--- src/rtl/core/feba_pkg.sv ---
// Package for the element-wise binary32 ALU: action codes, constants, item types.
// No dependencies.
`timescale 1ns / 1ps
`default_nettype none
package feba_pkg;
    typedef enum logic [1:0] {
        ACT_ADD = 2'd0,
        ACT_SUB = 2'd1,
        ACT_MUL = 2'd2,
        ACT_MAX = 2'd3
    } t_action;

    localparam logic [31:0] QNAN_CANON = 32'h7FC0_0000;
    localparam logic [30:0] INF_MAG    = 31'h7F80_0000;

    // Pre-rounding form handed from the datapath to the rounder:
    // value = sig * 2^(exp - 26), sig normalized so bit 26 is set unless sig==0.
    typedef struct packed {
        logic        special;   // result already final in bits
        logic [31:0] bits;
        logic        sign;
        logic signed [10:0] exp;
        logic [26:0] sig;
    } t_pre;
endpackage
`default_nettype wire

--- src/rtl/core/feba_round.sv ---
// Rounding and packing stage pair for the binary32 ALU (RNE, subnormal, overflow).
// Depends on feba_pkg.
`timescale 1ns / 1ps
`default_nettype none
module feba_round (
    input  wire logic           i_clk,
    input  wire logic           i_rst_n,
    input  wire logic           i_vld,
    input  wire feba_pkg::t_pre i_pre,
    output logic                o_vld,
    output logic [31:0]         o_bits
);
    import feba_pkg::*;

    // stage 1: denormalize shift
    logic        r_vld1, r_spec1, r_sign1;
    logic [31:0] r_bits1;
    logic [26:0] r_sig1;
    logic [7:0]  r_be1;
    logic signed [11:0] be;
    logic [5:0]  sh;
    logic [26:0] dsig;
    logic        stk;

    always_comb begin
        be = 12'(i_pre.exp) + 12'sd127;
        sh = 6'd0;
        if (be < 12'sd1) sh = (be < -12'sd30) ? 6'd31 : 6'(12'sd1 - be);
        dsig = i_pre.sig >> sh;
        stk  = |(i_pre.sig & ~(27'h7FF_FFFF << sh));
        dsig[0] = dsig[0] | stk;
    end

    always_ff @(posedge i_clk) begin
        if (!i_rst_n) r_vld1 <= 1'b0;
        else          r_vld1 <= i_vld;
        r_spec1 <= i_pre.special;
        r_bits1 <= i_pre.bits;
        r_sign1 <= i_pre.sign;
        r_sig1  <= dsig;
        if (be < 12'sd1)        r_be1 <= 8'd0;
        else if (be > 12'sd254) r_be1 <= 8'd255;
        else                    r_be1 <= be[7:0];
    end

    // stage 2: round and pack
    logic [24:0] rs;
    logic [2:0]  rb;
    logic [8:0]  e2;
    logic [31:0] n_bits;

    always_comb begin
        rb = r_sig1[2:0];
        rs = {1'b0, r_sig1[26:3]};
        if (rb > 3'd4 || (rb == 3'd4 && rs[0])) rs = rs + 25'd1;
        e2 = {1'b0, r_be1};
        if (r_be1 == 8'd0) begin
            // subnormal; carry into bit 23 yields min normal naturally
            n_bits = {r_sign1, 8'd0, 23'd0} | {8'd0, rs[23:0]};
        end else begin
            if (rs[24]) begin
                rs = rs >> 1;
                e2 = e2 + 9'd1;
            end
            if (e2 >= 9'd255) n_bits = {r_sign1, INF_MAG};
            else              n_bits = {r_sign1, e2[7:0], rs[22:0]};
        end
        if (r_spec1) n_bits = r_bits1;
    end

    always_ff @(posedge i_clk) begin
        if (!i_rst_n) o_vld <= 1'b0;
        else          o_vld <= r_vld1;
        o_bits <= n_bits;
    end
endmodule
`default_nettype wire

--- src/rtl/core/float_elementwise_binary_alu.sv ---
// Top level of the element-wise binary32 ALU: add, subtract, guarded multiply, maximum.
// Registered through stages 1-3 and feba_round; one transaction accepted every cycle.
// busy is always low; the receiver cannot stall, results strobe for one cycle.
// Synchronous active-low reset clears the valid pipeline; payload is not reset.
// Depends on feba_pkg and feba_round.
`timescale 1ns / 1ps
`default_nettype none
module float_elementwise_binary_alu (
    input  wire logic        i_clk,
    input  wire logic        i_rst_n,
    input  wire logic        start,
    output logic             busy,
    input  wire logic [1:0]  i_action,
    input  wire logic [31:0] i_operand_a,
    input  wire logic [31:0] i_operand_b,
    output logic             o_valid,
    output logic [31:0]      o_result
);
    import feba_pkg::*;

    assign busy = 1'b0;
    logic acc;
    assign acc = start && !busy;

    // ---- stage 1: classify, swap, special results
    function automatic logic f_nan(input logic [31:0] x);
        return x[30:0] > INF_MAG;
    endfunction
    function automatic logic f_inf(input logic [31:0] x);
        return x[30:0] == INF_MAG;
    endfunction

    logic [31:0] a, b, big, sml;
    logic        spec, gt, is_mul;
    logic [31:0] sbits;
    always_comb begin
        a = i_operand_a;
        b = (t_action'(i_action) == ACT_SUB) ? {~i_operand_b[31], i_operand_b[30:0]}
                                             : i_operand_b;
        is_mul = (t_action'(i_action) == ACT_MUL);
        gt = 1'b0;
        if (!f_nan(a) && !f_nan(b) && (a[30:0] != 0 || b[30:0] != 0)) begin
            if (a[31] != b[31]) gt = !a[31];
            else if (!a[31])    gt = a[30:0] > b[30:0];
            else                gt = a[30:0] < b[30:0];
        end
        spec = 1'b1;
        sbits = QNAN_CANON;
        case (t_action'(i_action))
            ACT_MAX: sbits = gt ? a : b;
            ACT_MUL: begin
                if (a[30:0] == 0 || b[30:0] == 0) sbits = 32'd0;
                else if (f_nan(a) || f_nan(b))    sbits = QNAN_CANON;
                else if (f_inf(a) || f_inf(b))    sbits = {a[31] ^ b[31], INF_MAG};
                else                              spec = 1'b0;
            end
            default: begin
                if (f_nan(a) || f_nan(b))       sbits = QNAN_CANON;
                else if (f_inf(a) && f_inf(b))  sbits = (a[31] == b[31]) ? a : QNAN_CANON;
                else if (f_inf(a))              sbits = a;
                else if (f_inf(b))              sbits = b;
                else                            spec = 1'b0;
            end
        endcase
        if (a[30:0] >= b[30:0]) begin
            big = a; sml = b;
        end else begin
            big = b; sml = a;
        end
    end

    logic        r_v1, r_spec1, r_mul1;
    logic [31:0] r_bits1, r_big1, r_sml1;
    always_ff @(posedge i_clk) begin
        if (!i_rst_n) r_v1 <= 1'b0;
        else          r_v1 <= acc;
        r_spec1 <= spec;
        r_mul1  <= is_mul;
        r_bits1 <= sbits;
        r_big1  <= is_mul ? a : big;
        r_sml1  <= is_mul ? b : sml;
    end

    // ---- stage 2: align+add, or multiply
    logic [7:0]  eb, es;
    logic [23:0] mb, ms;
    logic [8:0]  ed;
    logic [50:0] al;
    logic [51:0] sum;
    logic [47:0] prod;
    logic        sub;
    always_comb begin
        eb = (r_big1[30:23] == 0) ? 8'd1 : r_big1[30:23];
        es = (r_sml1[30:23] == 0) ? 8'd1 : r_sml1[30:23];
        mb = {r_big1[30:23] != 0, r_big1[22:0]};
        ms = {r_sml1[30:23] != 0, r_sml1[22:0]};
        ed = {1'b0, eb} - {1'b0, es};
        // keep 27 guard bits below sig, sticky in bit 0
        if (ed > 9'd50) al = {50'd0, ms != 0};
        else begin
            al = {ms, 27'd0} >> ed[5:0];
            al[0] = al[0] | |({ms, 27'd0} & ~(51'h7_FFFF_FFFF_FFFF << ed[5:0]));
        end
        sub = r_big1[31] != r_sml1[31];
        sum = sub ? ({1'b0, mb, 27'd0} - {1'b0, al}) : ({1'b0, mb, 27'd0} + {1'b0, al});
        prod = mb * ms;
    end

    logic        r_v2, r_spec2, r_sign2;
    logic [31:0] r_bits2;
    logic [51:0] r_sum2;
    logic signed [10:0] r_exp2;
    always_ff @(posedge i_clk) begin
        if (!i_rst_n) r_v2 <= 1'b0;
        else          r_v2 <= r_v1;
        r_spec2 <= r_spec1;
        r_bits2 <= r_bits1;
        if (!r_mul1 && !r_spec1 && ((sub && sum == 0) || mb == 0 && ms == 0)) begin
            r_spec2 <= 1'b1;
            r_bits2 <= sub ? 32'd0 : {r_big1[31], 31'd0};
        end
        if (r_mul1) begin
            r_sum2  <= {4'd0, prod};
            r_sign2 <= r_big1[31] ^ r_sml1[31];
            r_exp2  <= 11'(eb) + 11'(es) - 11'sd300 + 11'sd26;
        end else begin
            // sum carries the significand scaled by 2^27
            r_sum2  <= sum;
            r_sign2 <= r_big1[31];
            r_exp2  <= 11'(eb) - 11'sd177 + 11'sd26;
        end
    end

    // ---- stage 3: normalize to 27 bits (bit 26 leading)
    logic [5:0]  lz;
    logic [51:0] nrm;
    logic        found;
    t_pre        pre;
    always_comb begin
        lz = 6'd0;
        found = 1'b0;
        for (int i = 51; i >= 0; i--) begin
            if (!found && r_sum2[i]) begin
                lz = 6'(51 - i);
                found = 1'b1;
            end
        end
        nrm = r_sum2 << lz;
        pre.special = r_spec2;
        pre.bits    = r_bits2;
        pre.sign    = r_sign2;
        pre.sig     = {nrm[51:26], |nrm[25:0]};
        // value = sum*2^(exp-26); leading at 51-lz => exponent exp-26+51-lz
        pre.exp     = r_exp2 + 11'sd25 - 11'(lz);
    end

    t_pre r_pre3;
    logic r_v3;
    always_ff @(posedge i_clk) begin
        if (!i_rst_n) r_v3 <= 1'b0;
        else          r_v3 <= r_v2;
        r_pre3 <= pre;
    end

    feba_round u_round (
        .i_clk   (i_clk),
        .i_rst_n (i_rst_n),
        .i_vld   (r_v3),
        .i_pre   (r_pre3),
        .o_vld   (o_valid),
        .o_bits  (o_result)
    );

    // ---- checks
    a_lat: assert property (@(posedge i_clk) disable iff (!i_rst_n)
        acc |=> r_v1) else $error("stage 1 valid lost");
    a_pipe: assert property (@(posedge i_clk) disable iff (!i_rst_n)
        r_v2 |=> ##2 o_valid) else $error("valid lost in pipeline");
    a_quiet: assert property (@(posedge i_clk) disable iff (!i_rst_n)
        !r_v3 |=> ##1 !o_valid) else $error("spurious result strobe");
endmodule
`default_nettype wire
--- config.mk ---
export PLATFORM = sky130hd
export DESIGN_NAME = float_elementwise_binary_alu
export DESIGN_NICKNAME = d
export VERILOG_FILES = /design/src/rtl/core/feba_pkg.sv /design/src/rtl/core/feba_round.sv /design/src/rtl/core/float_elementwise_binary_alu.sv
export SDC_FILE = /design/constraint.sdc
export NUM_CORES = 2
export LEC_CHECK = 0
export ABC_AREA = 1
export BUFFER_PORTS_ARGS = -buffer_cell sky130_fd_sc_hd__buf_4
export CORE_UTILIZATION = 55
export CTS_CLUSTER_SIZE = 24
export DETAILED_ROUTE_END_ITERATION = 16
export PLACE_DENSITY = 0.75
export SYNTH_ARGS = -nofsm -noshare
export SYNTH_HDL_FRONTEND = slang
export SYNTH_SLANG_ARGS = --single-unit
export TNS_END_PERCENT = 1
--- constraint.sdc ---
create_clock -name i_clk -period 11 [get_ports i_clk]
set_input_delay 2.2 -clock i_clk [delete_from_list [all_inputs] [get_ports i_clk]]
set_output_delay 2.2 -clock i_clk [all_outputs]
set_load 0.03 [all_outputs]
=== Yosys cells after proc, flatten, opt, wreduce, memory -nomap -nowiden ===
Cells that the tools add are included.

* Input bits: 69
* Logic and storage cells: 361
* Memory bits (writable): 0
* Register bits after elaboration: 373
* Memories: 0
* Memory bits (read-only): 0
* Latch bits: 0
* Output and inout bits: 34

* Add/subtract/negate cells: 14
* $lt $le $gt $ge: 11
* Bitwise operators: 10
* Equality and inequality tests: 9
* Reduce and logical (&&, ||, !) cells: 137
* $mul: 1
* Shift-type cells: 5
* Div/mod/pow operators: 0
* Muxes and demuxes: 147

{| class="wikitable"
|+ Operators with widths
! operator !! count
|-
| $mux W32 || 18
|-
| $mux W6 || 52
|-
| $pmux W32 S2 || 1
|-
| $mux W1 || 63
|-
| $eq A31 B31 Y1 const B || 2
|-
| $gt A31 B31 Y1 const B || 2
|-
| $logic_not A31 Y1 || 2
|-
| $reduce_bool A31 Y1 || 2
|-
| $logic_and A1 B1 Y1 || 59
|-
| $logic_not A1 Y1 || 56
|-
| $add A51 B51 Y52 || 1
|-
| $logic_not A52 Y1 || 1
|-
| $mux W52 || 1
|-
| $shl A52 B6 Y52 || 1
|-
| $sub A51 B51 Y52 || 1
|-
| $and A51 B51 Y51 || 1
|-
| $mux W51 || 1
|-
| $not A51 Y51 || 1
|-
| $reduce_or A51 Y1 || 1
|-
| $shl A51 B6 Y51 const A || 1
|-
| $shr A51 B6 Y51 || 1
|-
| $logic_not A24 Y1 || 2
|-
| $mul A24 B24 Y48 || 1
|-
| $mux W48 || 1
|-
| 47 further kinds || 62
|}

=== Logic depth before layout (Yosys ltp) ===
* Depth in word-level cells: 156
* Mapped depth: 54
* Mapped depth without buffers: 52

=== Cells and area by module ===
Synthesis repeated with hierarchy kept, for this count alone.

* Cells, all modules: 6333
* Area, all modules: 44388.8 sq um

{| class="wikitable"
|+ Modules (own cells, without submodules)
! module !! times used !! cells an instance !! area an instance (sq um) !! sequential area each (sq um)
|-
| float_elementwise_binary_alu || 1 || 5404 || 38286.7 || 5405.2
|-
| feba_round || 1 || 929 || 6102.1 || 2062.0
|}

=== Least setup slack after synthesis ===
No wires, ideal clock.

* Path kind: reg2reg
* Start: reg r_big1[4]
* End: reg r_sum2[47]
* Setup slack: 3176 ps
* Data required time: 10875 ps
* Cell stages (with the launch flop): 39
* Arrival time: 7699 ps
* Clock period less this slack: 7824 ps
* Path buffers: 2
* Setup time: 125 ps
* Cell sequence: dfxtp_1 clkbuf_1 clkbuf_1 nand2_1 fa_1 fa_1 inv_1 fa_1 ha_1 fa_1 inv_1 fa_1 fa_1 inv_1 ha_1 a21oi_1 o21ai_1 nand3_1 (+3 left out) a21oi_1 or2_1 nand2_1 a21oi_1 o21ai_1 inv_1 o21ai_1 a21oi_1 nor3_1 a2111oi_0 o21ai_0 inv_1 o21ai_1 a21oi_1 o21ai_1 a21oi_1 xor2_1 o21ai_1

* Word-level cells in the longest chain between the ends: 3
* Elaborated cells between the ends (all ways): 5
* Classes of those cells: 2 x add/sub; 1 x mul; 2 x mux

{| class="wikitable"
|+ RTL lines
! item !! RTL line !! source
|-
| start: declaration || float_elementwise_binary_alu.sv:73 || <nowiki>logic [31:0] r_bits1, r_big1, r_sml1;</nowiki>
|-
| start signal: assignment || float_elementwise_binary_alu.sv:80 || <nowiki>r_big1 <= is_mul ? a : big;</nowiki>
|-
| parallel branches: the longest is 2 deep, another holds $mul A24 B24 Y48 || -- ||
|-
| $mux W48 (*) || float_elementwise_binary_alu.sv:122 || <nowiki>if (r_mul1) begin</nowiki>
|-
| end signal: assignment || float_elementwise_binary_alu.sv:123 || <nowiki>r_sum2 <= {4'd0, prod};</nowiki>
|-
| end signal: assignment || float_elementwise_binary_alu.sv:128 || <nowiki>r_sum2 <= sum;</nowiki>
|-
| end: declaration || float_elementwise_binary_alu.sv:111 || <nowiki>logic [51:0] r_sum2;</nowiki>
|}

Mark *: on every way between the ends.
A chain may end at the register's enable or synchronous reset.

=== Worst setup path after layout ===
* Start: reg r_sml1[30]
* End: reg r_bits2[8]

* Word-level cells in the longest chain between the ends: 16
* Elaborated cells between the ends (all ways): 23
* Classes of those cells: 3 x add/sub; 1 x order compare; 2 x shift; 4 x mux; 3 x bitwise; 10 x reduce/logical

{| class="wikitable"
|+ RTL lines
! item !! RTL line !! source
|-
| start: declaration || float_elementwise_binary_alu.sv:73 ||
|-
| start signal: assignment || float_elementwise_binary_alu.sv:81 || <nowiki>r_sml1 <= is_mul ? b : sml;</nowiki>
|-
| $logic_not A8 Y1 || float_elementwise_binary_alu.sv:94 || <nowiki>es = (r_sml1[30:23] == 0) ? 8'd1 : r_sml1[30:23];</nowiki>
|-
| $mux W8 || float_elementwise_binary_alu.sv:94 ||
|-
| $sub A8 B8 Y9 || float_elementwise_binary_alu.sv:97 || <nowiki>ed = {1'b0, eb} - {1'b0, es};</nowiki>
|-
| $shl A51 B6 Y51 || float_elementwise_binary_alu.sv:102 || <nowiki>al[0] = al[0] | |({ms, 27'd0} & ~(51'h7_FFFF_FFFF_FFFF << ed[5:0]));</nowiki>
|-
| $not A51 Y51 || float_elementwise_binary_alu.sv:102 ||
|-
| $and A51 B51 Y51 || float_elementwise_binary_alu.sv:102 ||
|-
| $reduce_or A51 Y1 || float_elementwise_binary_alu.sv:102 ||
|-
| $or A1 B1 Y1 || float_elementwise_binary_alu.sv:102 ||
|-
| $mux W51 || float_elementwise_binary_alu.sv:99 || <nowiki>if (ed > 9'd50) al = {50'd0, ms != 0};</nowiki>
|-
| $add A51 B51 Y52 / $sub A51 B51 Y52 (equally long branches) || float_elementwise_binary_alu.sv:105 || <nowiki>sum = sub ? ({1'b0, mb, 27'd0} - {1'b0, al}) : ({1'b0, mb, 27'd0} + {1'b0, al});</nowiki>
|-
| $mux W52 || float_elementwise_binary_alu.sv:105 ||
|-
| $logic_not A52 Y1 || float_elementwise_binary_alu.sv:118 || <nowiki>if (!r_mul1 && !r_spec1 && ((sub && sum == 0) || mb == 0 && ms == 0)) begin</nowiki>
|-
| $logic_and A1 B1 Y1 || float_elementwise_binary_alu.sv:118 ||
|-
| $logic_or A1 B1 Y1 (*) || float_elementwise_binary_alu.sv:118 ||
|-
| $logic_and A1 B1 Y1 (*) || float_elementwise_binary_alu.sv:118 ||
|-
| $mux W32 (*) || float_elementwise_binary_alu.sv:118 ||
|-
| end signal: assignment || float_elementwise_binary_alu.sv:117 || <nowiki>r_bits2 <= r_bits1;</nowiki>
|-
| end signal: assignment || float_elementwise_binary_alu.sv:120 || <nowiki>r_bits2 <= sub ? 32'd0 : {r_big1[31], 31'd0};</nowiki>
|-
| end: declaration || float_elementwise_binary_alu.sv:110 || <nowiki>logic [31:0] r_bits2;</nowiki>
|}

Every way passes the cells marked *; elsewhere a longest branch is shown, timed or not.

==> impl_metrics.py <==
metrics = {
    "sta": {
        "setup-tns-final_ps": 0,
        "timing.max_slew.rel_slack_pct": 18.32,
        "max_freq_ghz": 0.1015,
        "finalHoldViolations": 0,
        "unrepaired_setup_endpoints_after_global_routing": "false",
        "layout_worst_path_cycle_share_pct": 89.57,
        "final.hold.worst_slack_ps": 321.8,
        "timing.final.setup_violations": 0,
        "maxSlewViolCount": 0,
        "fin_skew_ps": 28.21,
        "worst_pin_slew_ps": 1214,
        "min_period_ps": 9853,
    },
    "setup_path": {
        "arrival_worst_endpoint_ps": 10300,
        "sum_of_buffers_and_inverters_on_the_critical_path": 9,
        "critPathTopFamily": "simple AND/OR/NAND/NOR gates",
        "critical_path.startpoint_type": "flop",
        "criticalPathCategory": "reg2reg",
        "timing.critical_path.to_type": "flop",
        "worst_path_max_delay_cell": "nor4_4",
        "regToRegSetupSlack_ps": 1150,
        "critPathMaxFanout": 31,
        "delay_of_the_slowest_cell_on_the_worst_path_ps": 700,
        "endpoint_required_time_on_the_critical_path_ps": 11450,
    },
    "run": {
        "cap_viol_max_count": 0,
    },
    "finish": {
        "final_nets": 6918,
        "fraction_of_layout_instances_using_a_drive_strength_above_1_pct": 5.400,
        "synthToLayoutAreaGrowth_pct": 6.479,
        "final_common_cell": "nand2_1",
        "final_cell_mix": "1553 x nand2_1, 1158 x inv_1, 486 x fa_1, 372 x nor2_1, 372 x dfxtp_1",
    },
    "route": {
        "ant_nets": 0,
        "drt_first_iter_violations": 3326,
        "routed_via_density": 5.615,
        "count_of_vias_placed_by_the_detailed_router": 40060,
        "drt_pre_antenna_iters": 7,
        "number_of_design_rule_violations_left_after_detail_routing": 0,
        "drt_wl_total_mm": 138.8,
        "wl_per_cell_microns": 19.45,
    },
    "placement": {
        "gp_routability_congestion": 1.018,
        "detailedPlacementHpwl_mm": 110.9,
        "place.port_buffers": 101,
    },
    "clocking": {
        "tritoncts": "yes",
        "cts_made_buffers": 42,
        "ctsHtreeMaxLevel": 2,
        "postCtsResizedCells": 0,
        "cts-hold-fix-buffers": 0,
        "clock_latency_ps": 600,
        "cts_sinks": 373,
        "postCtsSetupBuffers": 0,
        "cts.path.max_buffers": 3,
        "clock_tree.root_cell": "clkbuf_16",
        "cts.reportedPaths.clkPinSlew_ps": 60,
    },
    "synth": {
        "postSynthAreaPerCell_sq_um": 7.074,
        "synth_top_area_cell": "fa_1",
        "synthesis.yosys.warnings": 0,
        "ys_dominant_reg_cell": "dfxtp_1",
        "synth_fp_nets": 7007,
        "synth.yosys.seq_area_share_pct": 17.17,
        "post_synth_arst_share_pct": 0,
        "postSynthCellCount": 6148,
        "synth_enable_flop_cells": 0,
        "yosysTopAreaCellShare_pct": 22.37,
        "synth_top_cells_by_area": "fa_1 22%, dfxtp_1 17%, nand2_1 13%",
        "post_synth_instance_area_sq_mm": 0.04349,
        "ys_ff_latch": 373,
        "synth_cell_type_count": 77,
    },
    "die": {
        "effective_utilization_at_floorplan_pct": 55.87,
        "die_x_microns": 283.2,
        "die_y_microns": 283.2,
        "core_area_sq_mm": 0.07785,
        "die-area_sq_mm": 0.08021,
        "pin_count": 103,
        "row_count": 102,
    },
    "global_route": {
        "globalRouteTotalUtil_pct": 34.50,
        "grt_first_pass_wirelength_mm": 218.7,
        "grt_remaining_overflow": 0,
        "antenna_found_initial": 5,
        "maximum_number_of_pins_on_one_net_before_global_route_repair": 129,
        "grt_pass1_vias": 39760,
    },
    "run_status": {
        "run_status": "complete, no violations",
    },
    "min_path": {
        "hold_class": "reg2reg",
    },
}
-- synthesized netlist by cell type, drive strengths merged, types with 9 or more instances --
master and number:
or2 20, buf 77, nand4 91, xnor2 46, xor2 98, o221ai 15
o2111ai 21, fa 486, nand3 282, a211oi 9, o21ai 444, o31ai 21
o211ai 19, o21a 32, nand2 1561, inv 1173, dfxtp 373, ha 304
nor3 49, mux2i 23, clkbuf 232, nor2 389, nor4 52, o22ai 19
a21oi 209, a31oi 20
-- cell families after synthesis --
kind of cell	count (synthesis)	share of synthesized area [%]
AOI/OAI and AO/OA	857	11.23
DFF	373	17.17
buffers and inverters	1487	13.18
other	1	0.008622
muxes	23	0.5293
adders and majority gates	790	31.12
and+or+nand+nor	2473	23.82
xor gates and xnor gates	144	2.943
-- worst paths after layout --
| kind | from | to | cells after the start |
|---|---|---|---|
| max | r_sml1[30] | r_bits2[8] | 44 |
| min | r_bits2[12] | r_pre3[51] | 0 |
| max reg2reg | r_sml1[30] | r_bits2[8] | 44 |
| min reg2reg | r_bits2[12] | r_pre3[51] | 0 |
-- worst register-to-register path, delay by kind of cell, from the launching register on --
kind / cells / cell delay, ps
compound gates: 8 / 1730
xor+xnor: 2 / 850
fa+ha+maj: 4 / 1250
buf+inv: 9 / 1530
flops: 1 / 290
simple gates: 21 / 4040
-- layer usage --
metal	vias up	global-route usage, %	share of wire (%)
met5	-	0	0.0050
met4	2	16.42	5.3
met3	319	4.509	7.8
met2	1689	57.19	46
met1	19110	44.57	41
li1	18940	-	-
-- layout make-up --
| class | count | area (sq um) |
|---|---|---|
| Fill cell | 7268 | 31540 |
| Multi-Input combinational cell | 4288 | 30310 |
| Sequential cell | 373 | 7468 |
| Inverter | 1178 | 4422 |
| Timing Repair Buffer | 176 | 1321 |
| Tap cell | 1040 | 1301 |
| Clock buffer | 53 | 1152 |
| Clock inverter | 25 | 330.3 |
| Antenna cell | 2 | 5.005 |
-- per-stage QoR --
step	util, %	worst slack (ps)	area (sq um)	instances
4_1_cts	59.48	1391	46310	7133
3_3_place_gp	57.58	1395	44820	7055
5_1_grt	59.48	459.3	46310	7134
2_1_floorplan	-	3176	43490	6148
6_report	59.49	1147	46310	7135
3_5_place_dp	57.58	1448	44820	7055
-- sequential cells by signal, summed over array words and instances (netlist names), 8 cells and up --
register         count
u_round.r_bits1     32
r_sum2              52
u_round.r_sig1      27
r_pre3              72
u_round.r_be1        8
r_sml1              32
r_bits2             32
r_big1              32
r_bits1             32
r_exp2              11
u_round.o_bits      32
Power is not shown: default switching activity piles up to over one toggle a cycle in this logic, so the estimate is an artifact.
